## src/rtl/hte_pkg.sv

```systemverilog
// Shared types, constants and helpers for the homogeneous transform engine.
// Used by the controller, the datapath, the top level and the checker.
// No dependencies.
`timescale 1ns / 1ps
`default_nettype none

package hte_pkg;

	// Q16.16 words, exact dot-product accumulator
	localparam int WORD_BITS = 32;
	localparam int FRAC_BITS = 16;
	localparam int PROD_BITS = 2 * WORD_BITS;
	localparam int ACC_BITS  = 2 * WORD_BITS - FRAC_BITS + 2;

	localparam logic [WORD_BITS-1:0] ONE_VALUE = WORD_BITS'(64'd1 << FRAC_BITS);
	localparam logic [WORD_BITS-1:0] WORD_MAX  = {1'b0, {(WORD_BITS-1){1'b1}}};
	localparam logic [WORD_BITS-1:0] WORD_MIN  = {1'b1, {(WORD_BITS-1){1'b0}}};

	typedef logic signed [WORD_BITS-1:0] word_t;
	typedef logic signed [PROD_BITS-1:0] prod_t;
	typedef logic signed [ACC_BITS-1:0]  acc_t;

	// Command codes on the input word
	typedef enum logic [2:0] {
		CMD_WRITE   = 3'd0,
		CMD_COMPOSE = 3'd1,
		CMD_COPY    = 3'd2,
		CMD_IDENT   = 3'd3,
		CMD_XFORM   = 3'd4
	} cmd_t;

	typedef enum logic [2:0] {
		ST_IDLE,
		ST_WAIT_OUT,
		ST_MAC,
		ST_DRAIN,
		ST_COMMIT
	} state_t;

	// Controller to datapath
	typedef struct packed {
		logic       wr_elem;
		logic       copy_stg;
		logic       set_ident;
		logic       load_vtx;
		logic       issue;
		logic       compose;
		logic       first;
		logic       last;
		logic [1:0] col;
		logic [1:0] step;
		logic       commit;
	} dp_cmd_t;

	// Datapath to controller
	typedef struct packed {
		logic out_full;
		logic res_done;
	} dp_sts_t;

	typedef struct packed {
		logic                 clip;
		logic [WORD_BITS-1:0] val;
	} sat_t;

	// Clamp an exact sum to one word
	function automatic sat_t sat_word(acc_t a);
		sat_t                       r;
		logic [ACC_BITS-WORD_BITS:0] hi;
		hi = a[ACC_BITS-1:WORD_BITS-1];
		if ((&hi) || (~|hi)) begin
			r.clip = 1'b0;
			r.val  = a[WORD_BITS-1:0];
		end else if (a[ACC_BITS-1]) begin
			r.clip = 1'b1;
			r.val  = WORD_MIN;
		end else begin
			r.clip = 1'b1;
			r.val  = WORD_MAX;
		end
		return r;
	endfunction

endpackage

`default_nettype wire

```

## src/rtl/hte_ctrl.sv

```systemverilog
// Controller of the transform engine: accepts words, sequences the four
// multiply-accumulate steps per column and commits a composed matrix.
// Depends on hte_pkg.
`timescale 1ns / 1ps
`default_nettype none

module hte_ctrl import hte_pkg::*; (
	input  wire logic       clk,
	input  wire logic       arst_n,
	input  wire logic       in_valid,
	output logic            in_ready,
	input  wire logic [2:0] command,
	input  wire dp_sts_t    sts,
	output dp_cmd_t         cmd
);

	state_t     state_q, state_d;
	logic [3:0] cnt_q;
	logic       cmp_q;
	logic       accept;
	logic       last_issue;

	assign in_ready   = (state_q == ST_IDLE);
	assign accept     = in_valid && in_ready;
	// compose runs four columns of four steps, a vertex one column
	assign last_issue = cmp_q ? (cnt_q == 4'hF) : (cnt_q == 4'h3);

	// next state
	always_comb begin
		state_d = state_q;
		unique case (state_q)
			ST_IDLE: begin
				if (accept && command == CMD_COMPOSE)
					state_d = ST_MAC;
				else if (accept && command == CMD_XFORM)
					state_d = ST_WAIT_OUT;
			end
			ST_WAIT_OUT: begin
				if (!sts.out_full)
					state_d = ST_MAC;
			end
			ST_MAC: begin
				if (last_issue)
					state_d = ST_DRAIN;
			end
			ST_DRAIN: begin
				if (sts.res_done)
					state_d = cmp_q ? ST_COMMIT : ST_IDLE;
			end
			ST_COMMIT: begin
				state_d = ST_IDLE;
			end
			default: state_d = ST_IDLE;
		endcase
	end

	// command outputs
	always_comb begin
		cmd = '0;
		unique case (state_q)
			ST_IDLE: begin
				cmd.wr_elem   = accept && (command == CMD_WRITE);
				cmd.copy_stg  = accept && (command == CMD_COPY);
				cmd.set_ident = accept && (command == CMD_IDENT);
				cmd.load_vtx  = accept && (command == CMD_XFORM);
			end
			ST_MAC: begin
				cmd.issue   = 1'b1;
				cmd.compose = cmp_q;
				cmd.step    = cnt_q[1:0];
				cmd.col     = cnt_q[3:2];
				cmd.first   = (cnt_q[1:0] == 2'd0);
				cmd.last    = (cnt_q[1:0] == 2'd3);
			end
			ST_COMMIT: begin
				cmd.commit = 1'b1;
			end
			default: cmd = '0;
		endcase
	end

	// state, step counter, mode
	always_ff @(posedge clk or negedge arst_n) begin
		if (!arst_n) begin
			state_q <= ST_IDLE;
			cnt_q   <= '0;
			cmp_q   <= 1'b0;
		end else begin
			state_q <= state_d;
			if (state_q == ST_MAC)
				cnt_q <= cnt_q + 4'd1;
			else
				cnt_q <= '0;
			if (accept)
				cmp_q <= (command == CMD_COMPOSE);
		end
	end

endmodule

`default_nettype wire

```

## config.mk

```make
export PLATFORM = sky130hd
export DESIGN_NAME = hte_ctrl
export DESIGN_NICKNAME = d
export VERILOG_FILES = /design/src/rtl/hte_pkg.sv /design/src/rtl/hte_ctrl.sv
export SDC_FILE = /design/constraint.sdc
export NUM_CORES = 1
export LEC_CHECK = 0
export BUFFER_PORTS_ARGS = -buffer_cell sky130_fd_sc_hd__clkbuf_2
export CAP_MARGIN = 20
export CORE_AREA = 2 2 39 41
export CTS_CLUSTER_DIAMETER = 50
export DETAILED_ROUTE_END_ITERATION = 10
export DIE_AREA = 0 0 41 43
export GPL_TIMING_DRIVEN = 0
export PLACE_DENSITY = 0.64
export RECOVER_POWER = 50
export SYNTH_ARGS = -nofsm -noshare
export SYNTH_HDL_FRONTEND = slang
export SYNTH_SLANG_ARGS = --single-unit
```

## constraint.sdc

```tcl
create_clock -name clk -period 2.8 [get_ports clk]
set_input_delay 0.28 -clock clk [delete_from_list [all_inputs] [get_ports clk]]
set_output_delay 0.28 -clock clk [all_outputs]
set_load 0.05 [all_outputs]
```

Yosys cells after proc, flatten, opt, wreduce, memory -nomap -nowiden
Index checks and enable logic that the tools add are counted.

cells by class
  add/sub/neg operators = 1
  eq/ne operators = 15
  muxes and demuxes = 12
  reductions and logical operators = 10

operators with widths
  operator             count
  $mux 3               6
  $eq 3x2->1 const B   4
  $pmux 3 s4           1
  $mux 4               2
  $mux 8               1
  $eq 3x1->1 const B   2
  $eq 3x3->1 const B   2
  $logic_and 1x1->1    6
  $logic_not 3->1      2
  $ne 2x2->1 const B   3
  $add 4x1->4 const B  1
  $eq 4x2->1 const B   1
  $eq 4x4->1 const B   1
  $reduce_and 4->1     1
  $ne 3x1->1 const B   1
  $eq 2x2->1 const B   1
  $logic_not 2->1      1
  $mux 1               2

storage, ports and cells
  flip-flop bits (word level) = 8
  input port bits = 8

Depth between registers and ports, before layout
  depth in word-level cells = 6
  depth in mapped cells = 5
  mapped depth without buffers = 4

Least setup slack after synthesis
Ideal clock, no wire load.

  path kind = reg2out
  from = register state_q[1]
  to = output port cmd[9] in the netlist's numbering
  data arrival time = 3.050 ns
  path slack = -0.530 ns
  cell stages (with the launch flop) = 4
  path buffers = 0
  cell sequence = dfrtp_1 -> nor3_2 -> nand2_1 -> nor4b_1

RTL lines
  what                      line            source
  start: declaration        hte_ctrl.sv:17  state_t state_q, state_d;
  start signal: assignment  hte_ctrl.sv:89  state_q <= state_d;
  end: declaration          hte_ctrl.sv:14  output dp_cmd_t cmd

==> results.py <==
metrics = {
    "floorplanning": {
        "die-area_um2": 1760,
        "die_w_um": 41,
        "start_util_pct": 37.3,
        "io_pins": 22,
        "row_count": 14,
        "design.core.area_um2": 1380,
        "die_height_um": 43,
    },
    "critical_path": {
        "cp_slowest_cell": "nor3_1",
        "crit_start": "state_q[1]",
        "worst_ep_arrival_time_ps": 2010,
        "cp-endpoint": "cmd[9]",
        "criticalPathCategory": "flip-flop to output port",
        "rr_startpoint": "state_q[1]",
        "cp_max_fo": 7,
        "worstRegToRegCells": 3,
        "critPathMaxStageDelay_ps": 540,
        "end_kind": "output port",
        "path_buf_inv": 1,
        "path_cells": "nor3_1 -> nand2_1 -> nor4b_2 -> clkbuf_2",
        "path_depth": 4,
        "reg2reg_slack_ps": 1260,
        "startpoint_type": "flip-flop",
        "worstPathRequired_ps": 2520,
        "critical_path.top_delay_family": "simple AND/OR/NAND/NOR gates",
        "reg2reg_to": "state_q[1]",
    },
    "clock_network": {
        "clk_latency_ps": 250,
        "cts_inserted_buffers": 3,
        "clock-sinks": 8,
        "cts_tree": "built",
        "cts.reportedPaths.clkPinSlew_ps": 60,
        "cts_setup_buffers": 0,
        "h-tree-depth": 1,
        "cts_buffer_depth": 2,
        "cts-root-buf": "clkbuf_4",
    },
    "pwr": {
        "ir_worst_vdd_mv": 0.694,
        "power.leakage_uw": 0.000336,
        "p_int_uw": 309,
        "combPwrFrac_pct": 56.0,
        "pwr-share-clk_pct": 13.6,
        "cellPowerDensity_nw_per_um2": 988,
        "p_sw_share_pct": 53.5,
        "sequentialPowerShare_pct": 30.4,
        "finalPower_uw": 665,
        "p_sw_uw": 356,
    },
    "synth": {
        "ys_warn_count": 0,
        "synth_seq_area_share_pct": 38.7,
        "ys_seq_elements": 8,
        "avgSynthCellArea_um2": 8.91,
        "synth_area_um2": 517,
        "synth_fp_nets": 68,
        "yosysUniqueCellTypes": 26,
        "synthCells": 58,
    },
    "global_route": {
        "grt_pass1_wl_mm": 1.90,
        "grt_start_max_net_pins": 9,
        "track_usage_pct": 16.3,
        "grt_pass1_vias": 442,
        "overflow": 0,
        "grt_antenna_before_repair": 0,
    },
    "route": {
        "drt-met1-wl_um": 502,
        "first_pass_iters": 4,
        "first_iter_violations": 7,
        "wl_met2_um": 611,
        "drcViolationCount": 0,
        "routed_wl_mm": 1.16,
        "viasPerCell": 5.17,
        "highest-signal-layer": "met4",
        "route.met3.wl_um": 23,
        "antenna_left": 0,
        "num_vias": 512,
        "detail_route.wl_per_cell_um": 11.7,
    },
    "cells_and_area": {
        "antennaDiodeCount": 0,
        "synthToLayoutAreaGrowth_pct": 30.3,
        "fillers": 149,
        "final_cell_area_um2": 673,
        "final_cells": 99,
        "final-seq-area_um2": 200,
        "fin_nets": 95,
        "multi_input_area_um2": 290,
        "drive_gt1_share_pct": 28.9,
    },
    "timing": {
        "max_slew_margin_pct": 58.7,
        "hold_viol": 0,
        "slew_viol_final": 0,
        "hold_slack_ps": 270,
        "fin_setup_tns_ps": 0,
        "tightest_slew_ps": 615,
        "setup_viol": 0,
        "rsz0062_at_grt": "no",
        "period_minus_slack_ps": 2290,
        "fmaxAchievable_mhz": 436,
        "finalCritPeriodShare_pct": 81.8,
        "skew_ps": 0.322,
    },
    "place": {
        "portBuffers": 21,
        "hpwl_um": 914,
        "globalplace.congestion": 0.713,
        "place_area_um2": 648,
        "post-place-cells": 95,
    },
    "worst_hold_path": {
        "hold_class": "input port to flip-flop",
    },
    "run": {
        "drv_cap": 0,
    },
    "run_status": {
        "status": "finished clean",
    },
}
-- sequential cells by signal, summed over array words and instances, names as in the netlist --
name and flops:
cnt_q 4, cmp_q 1, state_q 3
-- through the flow --
step	util, %	setup WS [ps]
after floorplan	-	33.8
after global placement	46.8	995
after detailed placement	46.8	979
after CTS	49.2	694
after global routing	48.6	372
final	48.6	509
-- synthesized netlist by cell type (all sizes together) --
master | number | area [um^2]
nor2 | 6 | 22.5
a311oi | 2 | 17.5
and3 | 1 | 6.26
inv | 6 | 22.5
xnor2 | 1 | 8.76
ha | 2 | 25.0
a41oi | 1 | 8.76
a311o | 1 | 10.0
nand4 | 2 | 12.5
a32o | 1 | 10.0
nand2 | 3 | 11.3
xor2 | 2 | 17.5
o211ai | 1 | 7.51
nor3 | 4 | 25.0
nand3 | 2 | 10.0
or4b | 1 | 10.0
dfrtp | 8 | 200
and4 | 1 | 8.76
nor4b | 1 | 8.76
and2 | 6 | 37.5
buf | 1 | 5.00
nand2b | 1 | 6.26
or3 | 1 | 6.26
nor2b | 3 | 18.8
-- worst min path at each step --
stage	slack, ps	from	end	depth (start not counted)
after floorplan	-20	arst_n	cmp_q	0
after global placement	130	arst_n	cnt_q[2]	1
after detailed placement	140	arst_n	cnt_q[2]	1
after CTS	260	sts[0]	state_q[1]	2
after global routing	270	sts[0]	state_q[1]	2
final	270	sts[0]	state_q[1]	2
-- final cells by class --
| class | count | area share [%] |
|---|---|---|
| Inverter | 6 | 3.35 |
| Buffer | 1 | 0.558 |
| Timing Repair Buffer | 22 | 16.9 |
| Multi-Input combinational cell | 43 | 43.1 |
| Tap cell | 16 | 2.97 |
| Clock buffer | 3 | 3.35 |
| Sequential cell | 8 | 29.7 |
-- logic make-up after synthesis --
group / share of synthesized area [%]
AOI/OAI and AO/OA: 10.4
xor gates and xnor gates: 5.09
adders and majority gates: 4.84
buffers and inverters: 5.33
DFF: 38.7
and+or+nand+nor: 35.6
-- layout by cell type (no fill, tap or decap) --
cell type,count
nor4b_2,1
a311o_1,1
and2_1,6
nand2b_1,1
nand3_1,2
xnor2_1,1
o211ai_1,1
a311oi_1,2
or4b_1,1
nor2_1,6
and4_1,1
a41oi_1,1
and3_1,1
a32o_1,1
nor3_1,4
dlygate4sd3_1,1
or3_1,1
nand4_1,2
nor2b_1,3
xor2_1,2
dfrtp_1,8
clkbuf_4,3
clkbuf_2,20
nand2_1,3
clkbuf_1,2
inv_1,6
ha_1,2
-- layer usage --
layer / vias to the layer above / GRT usage, %
li1: 256 / -
met1: 248 / 21.4
met2: 6 / 22.5
met3: 2 / 3.14
met4: 0 / 12.0
met5: - / 0
-- worst reg2reg max path: cells and delay by family, from the launching register on --
family | cells | cell delay [ps]
and+or+nand+nor | 1 | 540
AOI/OAI and AO/OA | 2 | 460
DFF | 1 | 440
-- power groups by stage --
stage	sequential (uW)	combinational, uW	clock, uW
after floorplan	195	304	0
after global placement	209	376	0
after detailed placement	208	381	0
after CTS	205	382	94.3
after global routing	212	407	103
final	202	372	90.2
-- timing repair --
item	in CTS	in global routing
resized for setup	0	0
endpoints found under the hold margin	8	0
hold buffers	1	0
endpoints found under the setup margin	0	0
Note: power is estimated with default switching activity, not from simulation.
